===== src/sv/nqsc_pkg.sv =====
// Shared types and constants of the N-queens solution counter.
`default_nettype none

package nqsc_pkg;

  // Width of the board size register and of the solution count.
  localparam int unsigned BoardSizeW = 5;
  localparam int unsigned CountW     = 63;

  // Board size after reset.
  localparam logic [BoardSizeW-1:0] BoardSizeReset = 5'd8;

  // Commands from the controller to the datapath.
  typedef struct packed {
    logic init;         // Start a run: free all masks, row one, column one, count zero.
    logic step;         // Try the current column of the current row.
    logic pop;          // Go back one row and fetch the column chosen there.
    logic restore;      // Free the fetched column and move past it.
    logic load_result;  // Copy the count into the output register.
  } nqsc_cmd_t;

  // Status from the datapath to the controller.
  typedef struct packed {
    logic n_zero;      // Saturated board size is zero.
    logic col_gt_n;    // All columns of the current row have been tried.
    logic row_le_one;  // The search stands on the first row.
  } nqsc_status_t;

endpackage

`default_nettype wire


===== src/sv/nqsc_ram.sv =====
// Generic single-port-write, single-port-read RAM with registered read data.
`default_nettype none

module nqsc_ram #(
  parameter int unsigned Width = 5,
  parameter int unsigned Depth = 16,
  parameter int unsigned AddrW = (Depth > 1) ? $clog2(Depth) : 1
) (
  input  wire logic             clk_i,
  input  wire logic             we_i,
  input  wire logic [AddrW-1:0] waddr_i,
  input  wire logic [Width-1:0] wdata_i,
  input  wire logic             re_i,
  input  wire logic [AddrW-1:0] raddr_i,
  output logic      [Width-1:0] rdata_o
);

  logic [Width-1:0] mem_q [Depth];
  logic [Width-1:0] rdata_q;

  // Write port.
  always_ff @(posedge clk_i) begin
    if (we_i) begin
      mem_q[waddr_i] <= wdata_i;
    end
  end

  // Registered read port.
  always_ff @(posedge clk_i) begin
    if (re_i) begin
      rdata_q <= mem_q[raddr_i];
    end
  end

  assign rdata_o = rdata_q;

endmodule

`default_nettype wire


===== src/sv/nqsc_dpath.sv =====
// Datapath of the N-queens counter: occupancy masks, row and column, choice stack, count.
`default_nettype none

module nqsc_dpath import nqsc_pkg::*; #(
  parameter int unsigned MaxBoard = 16
) (
  input  wire logic                  clk_i,
  input  wire logic                  rst_ni,
  input  wire logic                  board_size_we_i,
  input  wire logic [BoardSizeW-1:0] board_size_i,
  input  wire nqsc_cmd_t             cmd_i,
  output nqsc_status_t               status_o,
  output logic      [CountW-1:0]     solution_count_o
);

  // Row values reach N and column values N + 1; diagonal indexes reach 2N - 2.
  localparam int unsigned RW = $clog2(MaxBoard + 2);
  localparam int unsigned DW = 2 * MaxBoard - 1;
  localparam int unsigned SW = $clog2(2 * MaxBoard + 1);
  localparam int unsigned AW = (MaxBoard > 1) ? $clog2(MaxBoard) : 1;
  localparam logic [BoardSizeW-1:0] MaxBoardSz = BoardSizeW'(MaxBoard);

  logic [BoardSizeW-1:0] board_size_q;
  logic [RW-1:0]         n_sat;
  logic [RW-1:0]         n_q;
  logic [RW-1:0]         row_q, row_d;
  logic [RW-1:0]         col_q, col_d;
  logic [MaxBoard-1:0]   colf_q, colf_d;
  logic [DW-1:0]         adf_q, adf_d;
  logic [DW-1:0]         dgf_q, dgf_d;
  logic [CountW-1:0]     count_q, count_d;
  logic [CountW-1:0]     result_q;

  logic [RW-1:0]         sel_col;
  logic [RW-1:0]         col_m1;
  logic [RW-1:0]         row_m1;
  logic [RW-1:0]         row_m2;
  logic [SW-1:0]         ad_idx;
  logic [SW-1:0]         dg_idx;
  logic [MaxBoard-1:0]   col_bit;
  logic [DW-1:0]         ad_bit;
  logic [DW-1:0]         dg_bit;
  logic                  col_gt_n;
  logic                  is_free;
  logic                  ram_we;
  logic [RW-1:0]         ram_rdata;

  // Board size register, written from the configuration port.
  always_ff @(posedge clk_i or negedge rst_ni) begin
    if (!rst_ni) begin
      board_size_q <= BoardSizeReset;
    end else if (board_size_we_i) begin
      board_size_q <= board_size_i;
    end
  end

  // Sizes above the board limit saturate.
  assign n_sat = (board_size_q > MaxBoardSz) ? RW'(MaxBoard) : RW'(board_size_q);

  // During a restore the column comes from the choice stack, otherwise from the column register.
  assign sel_col = cmd_i.restore ? ram_rdata : col_q;
  assign col_m1  = sel_col - RW'(1);
  assign row_m1  = row_q - RW'(1);
  assign row_m2  = row_q - RW'(2);
  assign ad_idx  = SW'(row_q) + SW'(sel_col) - SW'(2);
  assign dg_idx  = SW'(row_q) + SW'(n_q) - SW'(sel_col) - SW'(1);

  // One-hot masks of the column and both diagonals through the square.
  assign col_bit = MaxBoard'(1) << col_m1;
  assign ad_bit  = DW'(1) << ad_idx;
  assign dg_bit  = DW'(1) << dg_idx;

  assign col_gt_n = (col_q > n_q);
  assign is_free  = (|(colf_q & col_bit)) && (|(adf_q & ad_bit)) && (|(dgf_q & dg_bit));

  // A free square is recorded on the choice stack.
  assign ram_we = cmd_i.step && !col_gt_n && is_free;

  // Search step: init, place, count, advance, pop or restore.
  always_comb begin
    row_d   = row_q;
    col_d   = col_q;
    colf_d  = colf_q;
    adf_d   = adf_q;
    dgf_d   = dgf_q;
    count_d = count_q;
    if (cmd_i.init) begin
      row_d   = RW'(1);
      col_d   = RW'(1);
      colf_d  = '1;
      adf_d   = '1;
      dgf_d   = '1;
      count_d = '0;
    end else if (cmd_i.step && !col_gt_n) begin
      if (is_free && (row_q < n_q)) begin
        colf_d = colf_q & ~col_bit;
        adf_d  = adf_q & ~ad_bit;
        dgf_d  = dgf_q & ~dg_bit;
        row_d  = row_q + RW'(1);
        col_d  = RW'(1);
      end else begin
        if (is_free) begin
          count_d = count_q + CountW'(1);
        end
        col_d = col_q + RW'(1);
      end
    end else if (cmd_i.pop) begin
      row_d = row_m1;
    end else if (cmd_i.restore) begin
      colf_d = colf_q | col_bit;
      adf_d  = adf_q | ad_bit;
      dgf_d  = dgf_q | dg_bit;
      col_d  = ram_rdata + RW'(1);
    end
  end

  // Search control registers.
  always_ff @(posedge clk_i or negedge rst_ni) begin
    if (!rst_ni) begin
      row_q   <= RW'(1);
      col_q   <= RW'(1);
      n_q     <= '0;
      colf_q  <= '1;
      adf_q   <= '1;
      dgf_q   <= '1;
      count_q <= '0;
    end else begin
      row_q   <= row_d;
      col_q   <= col_d;
      colf_q  <= colf_d;
      adf_q   <= adf_d;
      dgf_q   <= dgf_d;
      count_q <= count_d;
      if (cmd_i.init) begin
        n_q <= n_sat;
      end
    end
  end

  // Output word register.
  always_ff @(posedge clk_i) begin
    if (cmd_i.load_result) begin
      result_q <= count_q;
    end
  end

  // Stack of the column chosen in each row.
  nqsc_ram #(
    .Width (RW),
    .Depth (MaxBoard),
    .AddrW (AW)
  ) u_choice_ram (
    .clk_i   (clk_i),
    .we_i    (ram_we),
    .waddr_i (row_m1[AW-1:0]),
    .wdata_i (col_q),
    .re_i    (cmd_i.pop),
    .raddr_i (row_m2[AW-1:0]),
    .rdata_o (ram_rdata)
  );

  assign status_o.n_zero     = (n_sat == '0);
  assign status_o.col_gt_n   = col_gt_n;
  assign status_o.row_le_one = (row_q <= RW'(1));
  assign solution_count_o    = result_q;

  // The search row always lies on the board while columns are tried.
  assert property (@(posedge clk_i) disable iff (!rst_ni)
    cmd_i.step |-> (row_q >= RW'(1)) && (row_q <= n_q))
    else $error("search row left the board");

  // One column is taken for each row above the current one.
  assert property (@(posedge clk_i) disable iff (!rst_ni)
    cmd_i.step |-> ($countones(~colf_q) == int'(row_q) - 1))
    else $error("column mask disagrees with the search depth");

endmodule

`default_nettype wire


===== src/sv/nqsc_ctrl.sv =====
// Controller of the N-queens counter: run sequencing and the handshakes.
`default_nettype none

module nqsc_ctrl import nqsc_pkg::*; (
  input  wire logic         clk_i,
  input  wire logic         rst_ni,
  input  wire logic         in_valid_i,
  output logic              in_ready_o,
  input  wire logic         start_req_i,
  output logic              out_valid_o,
  input  wire logic         out_ready_i,
  input  wire nqsc_status_t status_i,
  output nqsc_cmd_t         cmd_o
);

  typedef enum logic [3:0] {
    StIdle    = 4'b0001,
    StCheck   = 4'b0010,
    StRestore = 4'b0100,
    StFinish  = 4'b1000
  } state_e;

  state_e state_q, state_d;
  logic   out_valid_q, out_valid_d;
  logic   in_accept;

  assign in_ready_o = (state_q == StIdle);
  assign in_accept  = in_valid_i && in_ready_o;

  // Next state and commands.
  always_comb begin
    state_d = state_q;
    cmd_o   = '0;
    case (state_q)
      StIdle: begin
        if (in_accept && start_req_i) begin
          cmd_o.init = 1'b1;
          state_d    = status_i.n_zero ? StFinish : StCheck;
        end
      end
      StCheck: begin
        if (!status_i.col_gt_n) begin
          cmd_o.step = 1'b1;
        end else if (status_i.row_le_one) begin
          state_d = StFinish;
        end else begin
          cmd_o.pop = 1'b1;
          state_d   = StRestore;
        end
      end
      StRestore: begin
        cmd_o.restore = 1'b1;
        state_d       = StCheck;
      end
      StFinish: begin
        if (!out_valid_q || out_ready_i) begin
          cmd_o.load_result = 1'b1;
          state_d           = StIdle;
        end
      end
      default: begin
        state_d = StIdle;
      end
    endcase
  end

  // The output word stays valid until it is taken or replaced.
  always_comb begin
    if (cmd_o.load_result) begin
      out_valid_d = 1'b1;
    end else if (out_ready_i) begin
      out_valid_d = 1'b0;
    end else begin
      out_valid_d = out_valid_q;
    end
  end

  always_ff @(posedge clk_i or negedge rst_ni) begin
    if (!rst_ni) begin
      state_q     <= StIdle;
      out_valid_q <= 1'b0;
    end else begin
      state_q     <= state_d;
      out_valid_q <= out_valid_d;
    end
  end

  assign out_valid_o = out_valid_q;

  // At most one datapath command is issued per cycle.
  assert property (@(posedge clk_i) disable iff (!rst_ni)
    $onehot0({cmd_o.init, cmd_o.step, cmd_o.pop, cmd_o.restore, cmd_o.load_result}))
    else $error("more than one datapath command at once");

  // A start request always begins a run.
  assert property (@(posedge clk_i) disable iff (!rst_ni)
    (in_accept && start_req_i) |=> (state_q != StIdle))
    else $error("start request did not begin a run");

endmodule

`default_nettype wire


===== src/sv/n_queens_solution_counter.sv =====
// Top level of the N-queens solution counter.
//
// Each accepted word with start_req_i set runs a depth-first backtracking
// search over the board size held in the board size register (sizes above
// MAX_BOARD are treated as MAX_BOARD) and returns one word, the number of
// solutions; a word with start_req_i clear is taken and gives nothing. A run
// starts with the init command, tries each column in a single check-and-place
// step, steps back to an earlier row through a pop and a restore, and finishes
// with the last check and the output load, which waits while an earlier count
// is still held at the output, so its length follows the size of the search
// tree. Each step back goes through the registered read of the column stack.
// One run is in flight at a time; input is taken only between runs, while the
// previous count may still wait at the output. Size zero skips the search and
// gives a count of zero. The board size is sampled when a run starts.
`default_nettype none

module n_queens_solution_counter import nqsc_pkg::*; #(
  parameter int unsigned MAX_BOARD = 16
) (
  input  wire logic                  clk_i,
  input  wire logic                  rst_ni,
  input  wire logic                  board_size_we_i,
  input  wire logic [BoardSizeW-1:0] board_size_i,
  input  wire logic                  in_valid_i,
  output logic                       in_ready_o,
  input  wire logic                  start_req_i,
  output logic                       out_valid_o,
  input  wire logic                  out_ready_i,
  output logic      [CountW-1:0]     solution_count_o
);

  nqsc_cmd_t    cmd;
  nqsc_status_t status;

  // Run sequencing and handshakes.
  nqsc_ctrl u_ctrl (
    .clk_i       (clk_i),
    .rst_ni      (rst_ni),
    .in_valid_i  (in_valid_i),
    .in_ready_o  (in_ready_o),
    .start_req_i (start_req_i),
    .out_valid_o (out_valid_o),
    .out_ready_i (out_ready_i),
    .status_i    (status),
    .cmd_o       (cmd)
  );

  // Search state and count.
  nqsc_dpath #(
    .MaxBoard (MAX_BOARD)
  ) u_dpath (
    .clk_i            (clk_i),
    .rst_ni           (rst_ni),
    .board_size_we_i  (board_size_we_i),
    .board_size_i     (board_size_i),
    .cmd_i            (cmd),
    .status_o         (status),
    .solution_count_o (solution_count_o)
  );

endmodule

`default_nettype wire

===== config.mk =====
export PLATFORM = sky130hd
export DESIGN_NAME = n_queens_solution_counter
export DESIGN_NICKNAME = d
export VERILOG_FILES = /design/src/sv/nqsc_pkg.sv /design/src/sv/nqsc_ram.sv /design/src/sv/nqsc_dpath.sv /design/src/sv/nqsc_ctrl.sv /design/src/sv/n_queens_solution_counter.sv
export SDC_FILE = /design/constraint.sdc
export NUM_CORES = 1
export LEC_CHECK = 0
export BUFFER_PORTS_ARGS = -buffer_cell sky130_fd_sc_hd__buf_2
export CAP_MARGIN = 20
export CORE_UTILIZATION = 60
export DETAILED_ROUTE_END_ITERATION = 8
export HOLD_SLACK_MARGIN = 0.12
export PLACE_DENSITY = 0.82
export SLEW_MARGIN = 20
export SYNTH_ARGS = -nofsm -noshare
export SYNTH_HDL_FRONTEND = slang
export SYNTH_SLANG_ARGS = --single-unit

===== constraint.sdc =====
create_clock -name clk_i -period 16.9 [get_ports clk_i]
set_input_delay 0.845 -clock clk_i [delete_from_list [all_inputs] [get_ports clk_i]]
set_output_delay 0.845 -clock clk_i [all_outputs]
set_load 0.01 [all_outputs]

==> flow_summary.toml, run 1 <==
[global_route]
grt_pass1_wl_mm = 65.1
grt_usage = 0.287
grt_pass1_vias = 12300
grt_max_degree = 102
antenna_found_initial = 0
overflow = 0

[layout]
fillCellCount = 2021
final_cells = 1955
fin_area_sq_um = 18400
final_util = 0.676
area_delta_synth_final_pct = 9.96
mostFrequentLayoutCell = "nand2_1"
n_antenna_cell = 0
drive_above_1_share = 0.184
final_cell_mix = "162 x nand2_1, 148 x edfxtp_1, 86 x mux2i_1"
nNetsFinal = 1608

[cts]
clkSlewWorstSetupHoldPaths_ns = 0.06
cts_buffers = 34
post_cts_buffers = 0
clock_tree.buffer_depth = 3
cts-root-buf = "clkbuf_16"
htree_levels = 2
clk-insertion-delay-late_ns = 0.52
holdBufCountCts = 0
cts_sinks = 314
post_cts_resized = 0
cts_tree = "done"

[sta]
final_max_slew_viol_count = 0
final-hold-violation-count = 0
rsz0062_at_grt = "false"
finalCritPeriodShare = 0.435
max_slew_margin = 0.238
period_minus_slack_ns = 7.35
setup_viol = 0
fin_skew_ns = 0.00969
setup_tns_ns = 0
worst_pin_slew_ns = 1.14
fmax_mhz = 136

[synthesis]
synthFlopType = "edfxtp_1"
yosysTopAreaCell = "edfxtp_1"
ys_seq_elements = 314
syn_nets = 1582
syn_inst = 1532
synth.area.top_cells = "edfxtp_1 27%, dfstp_2 13%, dfrtp_1 13%"
synth-seq-area-share = 0.520
synth_edf_count = 148
syn_area_sq_um = 16700
synth_top_area_frac = 0.266
syn_avg_cell_area_sq_um = 10.9
synth_cell_types = 82
yosysWarnings = 0
async_reset_ff_frac = 0.529

[floorplanning]
core_sq_um = 27200
dieHeight_um = 169
die_w_um = 169
ios = 76
die_area_sq_um = 28500
fp-row-count = 60
start_util = 0.615

[setup_path]
startpoint = "u_ctrl.state_q[1]"
slowest_stage = "fa_1"
crit_type = "flop to flop"
slowest_delay_ns = 1.13
reg2reg_slack_ns = 9.55
worstSetupEndpoint = "u_dpath.u_choice_ram.mem_q[2][3]"
reg2reg_depth = 20
reg2reg_to = "u_dpath.u_choice_ram.mem_q[2][3]"
cp_max_fo = 36
crit_chain = "nor4b_4 -> buf_4 -> and2_0 -> a21oi_1 -> inv_1 -> ha_1 -> inv_1 -> ha_1 -> a21o_1 -> ha_1 -> inv_1 -> fa_1 -> nor2b_1 -> and2_1 -> mux2i_1 -> o32ai_1 -> nand4bb_1 -> nand4_1 -> or2_1 -> nor3_1"
crit_required_ns = 17.05
worstReg2RegStart = "u_ctrl.state_q[1]"
crit_path_end_kind = "flop"
arrival_ns = 7.50
startpoint_type = "flop"

[worst_hold_path]
hold_depth = 0
hold_path_class = "flop to flop"

[detailed_routing]
num_vias = 12800
wl_mm = 39.9
routedWlPerCell_um = 20.4
drtAntennaViolNets = 0
viasPerCell = 6.54
drt_iter0_markers = 1421
drc = 0
first_pass_iters = 6

[power]
leakage_nw = 7.03
powerDensity_nw_per_um2 = 213
ir_worst_vdd_v = 0.000176
p_int_mw = 2.09
switchingPower_mw = 1.83
p_comb_frac = 0.548
seqPwrFrac = 0.264
switching_share = 0.468
power_frac_clock = 0.188

[run]
max-cap-violations = 0

[place]
place_area_sq_um = 17300
place.gp.congestion = 0.926
place_inst = 1894
place.port_buffers = 75
dp_hpwl_mm = 25.6

[status]
status = "complete, no violations"
[stage by stage]
| stage | setup slack (ns) | power [mW] | hold WS (ns) |
|---|---|---|---|
| floorplan | 11.07 | 2.64 | 0.434 |
| CTS | 9.69 | 3.87 | 0.464 |
| finish | 9.55 | 3.92 | 0.463 |
| global route | 9.09 | 4.15 | 0.484 |
| global placement | 10.10 | 3.09 | 0.450 |
| detailed placement | 9.68 | 3.13 | 0.451 |
[per-layer routing]
| metal | wire length, um | GRT usage |
|---|---|---|
| met1 | 16700 | 0.399 |
| met2 | 19100 | 0.467 |
| met3 | 3160 | 0.0428 |
| met4 | 1070 | 0.0921 |
| met5 | 0 | 0 |
[layout make-up]
class	instances	area [sq um]	share of cell area
clock buffers	46	937	0.0510
flip-flops and latches	314	8700	0.473
clock inverters	15	171	0.00932
multi-input cells	1075	7440	0.405
well taps	372	465	0.0253
repair buffers	92	509	0.0277
inverters	41	154	0.00837
[cells in the mapped netlist, drive strengths merged, types with 33 or more instances]
library cell / n
nand2: 162
a21oi: 87
nand2b: 52
o21ai: 66
a211oi: 37
inv: 40
nor3: 88
ha: 35
edfxtp: 148
dfstp: 82
buf: 33
dfrtp: 84
nor2: 66
mux2i: 89
clkbuf: 69
nand3: 47
[power groups by stage]
stage          sequential (mW)  clock [mW]  combinational [mW]
2_1_floorplan             1.00           0                1.64
3_3_place_gp              1.04           0                2.06
3_5_place_dp              1.04           0                2.09
4_1_cts                   1.03       0.746                2.10
5_1_grt                   1.04       0.776                2.33
6_report                  1.03       0.738                2.15
[critical path: cells and delay by family, from the launching register on]
kind / cells / cell delay [ns]
muxes: 1 / 0.08
and+or+nand+nor: 8 / 3.24
adders and majority gates: 4 / 1.87
DFF: 1 / 0.45
AOI/OAI and AO/OA: 3 / 0.53
buffers and inverters: 4 / 0.76
[how the worst min path moves through the flow]
stage	start	end	slack, ns
floorplan	u_dpath.count_q[62]	u_dpath.solution_count_o[62]	0.43
global placement	u_dpath.count_q[62]	u_dpath.solution_count_o[62]	0.45
detailed placement	u_dpath.count_q[62]	u_dpath.solution_count_o[62]	0.45
CTS	u_dpath.count_q[62]	u_dpath.solution_count_o[62]	0.46
global route	u_dpath.count_q[62]	u_dpath.solution_count_o[62]	0.48
finish	u_dpath.count_q[62]	u_dpath.solution_count_o[62]	0.46
[logic make-up (layout without fill, tap and decap cells)]
logic type,after synthesis,after routing,synth area share
AOI/OAI and AO/OA,316,316,0.121
xor gates and xnor gates,21,21,0.0110
adders and majority gates,39,39,0.0310
buffers and inverters,143,194,0.0367
DFF,314,314,0.520
muxes,125,125,0.0973
and+or+nand+nor,574,574,0.183
[state kept, by name, summed over array words and instances, names as in the netlist, 16 cells and up]
name,count
u_dpath.adf_q,31
u_dpath.u_choice_ram.mem_q,80
u_dpath.solution_count_o,63
u_dpath.count_q,63
u_dpath.dgf_q,31
u_dpath.colf_q,16
No activity file was read; power rests on OpenSTA's default activity.
==> run 2: changes to the inputs <==
ABC_AREA = 1   (was not set)
clock period = 6.9 ns   (was 16.9 ns; I/O delays follow)
==> flow_summary.toml, run 2 <==
[floorplanning]
die_w_um = 174
fp-row-count = 62
core_sq_um = 28900
dieHeight_um = 174
start_util = 0.613
ios = 76
die_area_sq_um = 30300

[setup_path]
crit_required_ns = 7.36
reg2reg_slack_ns = 0.60
crit_path_frequent_cell = "nand2_1"
slowest_delay_ns = 0.59
startpoint_type = "flop"
reg2reg_depth = 33
cp_max_fo = 78
arrival_ns = 6.76
startpoint = "u_ctrl.state_q[1]"
crit_path_end_kind = "flop"
worstSetupEndpoint = "u_dpath.adf_q[18]"
reg2reg_to = "u_dpath.adf_q[18]"
worstReg2RegStart = "u_ctrl.state_q[1]"
slowest_stage = "buf_4"
crit_type = "flop to flop"

[power]
switchingPower_uw = 793
p_int_mw = 3.03
power_frac_clock = 0.481
p_comb_frac = 0.009
ir_worst_vdd_v = 0.000200
seqPwrFrac = 0.511
powerDensity_nw_per_um2 = 196
leakage_nw = 8.23
switching_share = 0.207

[layout]
largest-register = "u_dpath.u_choice_ram.mem_q"
final_cell_mix = "534 x nand2_1, 287 x nand3_1, 261 x nor2_1"
final_cells = 2604
largest_reg_flops = 80
area_delta_synth_final_pct = 9.96
drive_above_1_share = 0.121
mostFrequentLayoutCell = "nand2_1"
n_antenna_cell = 0
nNetsFinal = 2244

[place]
place.gp.congestion = 1.03
place.port_buffers = 75
place_inst = 2534
dp_hpwl_mm = 31.9

[detailed_routing]
drtAntennaViolNets = 0
num_vias = 15900
first_pass_iters = 6
routedWlPerCell_um = 18.6
viasPerCell = 6.11
drt_iter0_markers = 1964
drc = 0
wl_mm = 48.4

[sta]
period_minus_slack_ns = 6.30
rsz0062_at_grt = "false"
finalCritPeriodShare = 0.913
final-hold-violation-count = 0
final_max_slew_viol_count = 0
fmax_mhz = 159
max_slew_margin = 0.368
worst_pin_slew_ns = 0.948
setup_tns_ns = 0
setup_viol = 0
holdWs_ns = 0.169
fin_skew_ns = 0.0220

[global_route]
grt_usage = 0.318
grt_pass1_wl_mm = 77.0
overflow = 0
grt_max_degree = 117
grt_pass1_vias = 14600
antenna_found_initial = 0

[synthesis]
yosysWarnings = 0
synth_edf_count = 148
synth-seq-area-share = 0.490
async_reset_ff_frac = 0.529
synth_top_area_frac = 0.250
syn_avg_cell_area_sq_um = 8.23
yosysTopAreaCell = "edfxtp_1"
syn_inst = 2157
synthFlopType = "edfxtp_1"
syn_area_sq_um = 17700
synthTopCellsByCount = "534 x nand2_1, 288 x nand3_1, 263 x nor2_1"
ys_seq_elements = 314
synth.area.top_cells = "edfxtp_1 25%, dfstp_2 12%, dfrtp_1 12%"
syn_nets = 2207
synth.most_common_cell = "nand2_1"
synth_cell_types = 41

[cts]
cts-root-buf = "clkbuf_16"
cts_buffers = 34
htree_levels = 2
post_cts_buffers = 0
clk-insertion-delay-late_ns = 0.53
clkSlewWorstSetupHoldPaths_ns = 0.06
cts_sinks = 314
cts_tree = "done"
clock_tree.buffer_depth = 3

[worst_hold_path]
hold_path_class = "input pin to flop"

[status]
status = "complete, no violations"

[run]
max-cap-violations = 0
==> run 2: changes by cell type after synthesis, moves of 61 or more <==
| cell | change |
|---|---|
| nor2_1 | +198 |
| nand2_1 | +372 |
| nand3_1 | +241 |
| a21oi_1 | -61 |
| o21ai_0 | +76 |
| mux2i_1 | -86 |
| inv_1 | +113 |
==> run 2: per-stage QoR <==
stage	cell area, sq um	setup WS [ns]	power (mW)	utilization
2_1_floorplan	17700	2.55	1.99	-
3_3_place_gp	18300	0.784	2.02	0.632
3_5_place_dp	18300	0.433	2.02	0.632
4_1_cts	19500	0.380	3.85	0.674
5_1_grt	19500	0.0273	3.91	0.674
6_report	19500	0.597	3.83	0.674
==> run 2: layout make-up <==
cell class / instances / area, sq um
clock inverter: 18 / 196
timing repair buffer: 102 / 608
multi-input combinational: 1581 / 7990
fill: 2292 / 9420
sequential: 314 / 8700
clock buffer: 44 / 928
inverter: 161 / 607
tap: 384 / 480
==> run 2: logic make-up after synthesis <==
group | synth area share
compound gates | 0.0889
xor+xnor | 0.0324
fa+ha+maj | 0.0292
buf+inv | 0.0609
flops | 0.490
simple gates | 0.298
==> run 2: worst max-delay path: cells and delay by family (launching register included) <==
family | cells | cell delay (ns)
AO/OA/AOI/OAI | 1 | 0.10
adder cells (fa/ha/maj) | 4 | 1.12
buffers and inverters | 5 | 0.93
flip-flops | 1 | 0.40
AND/OR/NAND/NOR | 23 | 3.55
==> run 2: per-layer routing <==
layer	track usage	wire length, um
met5	0	0
met4	0.0863	1050
met3	0.0507	4340
met2	0.499	22300
met1	0.459	20700
==> run 2: how the worst min path moves through the flow <==
stage	slack [ns]	from	depth (start not counted)	to
4_1_cts	0.13	board_size_we_i	2	u_dpath.board_size_q[2]
6_report	0.17	board_size_we_i	2	u_dpath.board_size_q[2]
3_5_place_dp	0.46	u_dpath.colf_q[10]	2	u_dpath.colf_q[10]
2_1_floorplan	0.05	rst_ni	0	u_ctrl.out_valid_o
5_1_grt	0.17	board_size_we_i	2	u_dpath.board_size_q[2]
3_3_place_gp	0.45	u_dpath.colf_q[4]	2	u_dpath.colf_q[4]
==> run 2: power groups by stage <==
stage          logic (mW)  clock network, mW  registers (mW)
4_1_cts            0.0349               1.86            1.95
5_1_grt            0.0388               1.92            1.95
6_report           0.0339               1.84            1.95
3_5_place_dp       0.0306                  0            1.99
2_1_floorplan     0.00407                  0            1.99
3_3_place_gp       0.0293                  0            1.99
==> run 2: timing repair <==
item                                    CTS  global route
hold endpoints to repair                 47             0
resized for setup                         0             2
hold buffers                              8             0
endpoints found under the setup margin    0            59
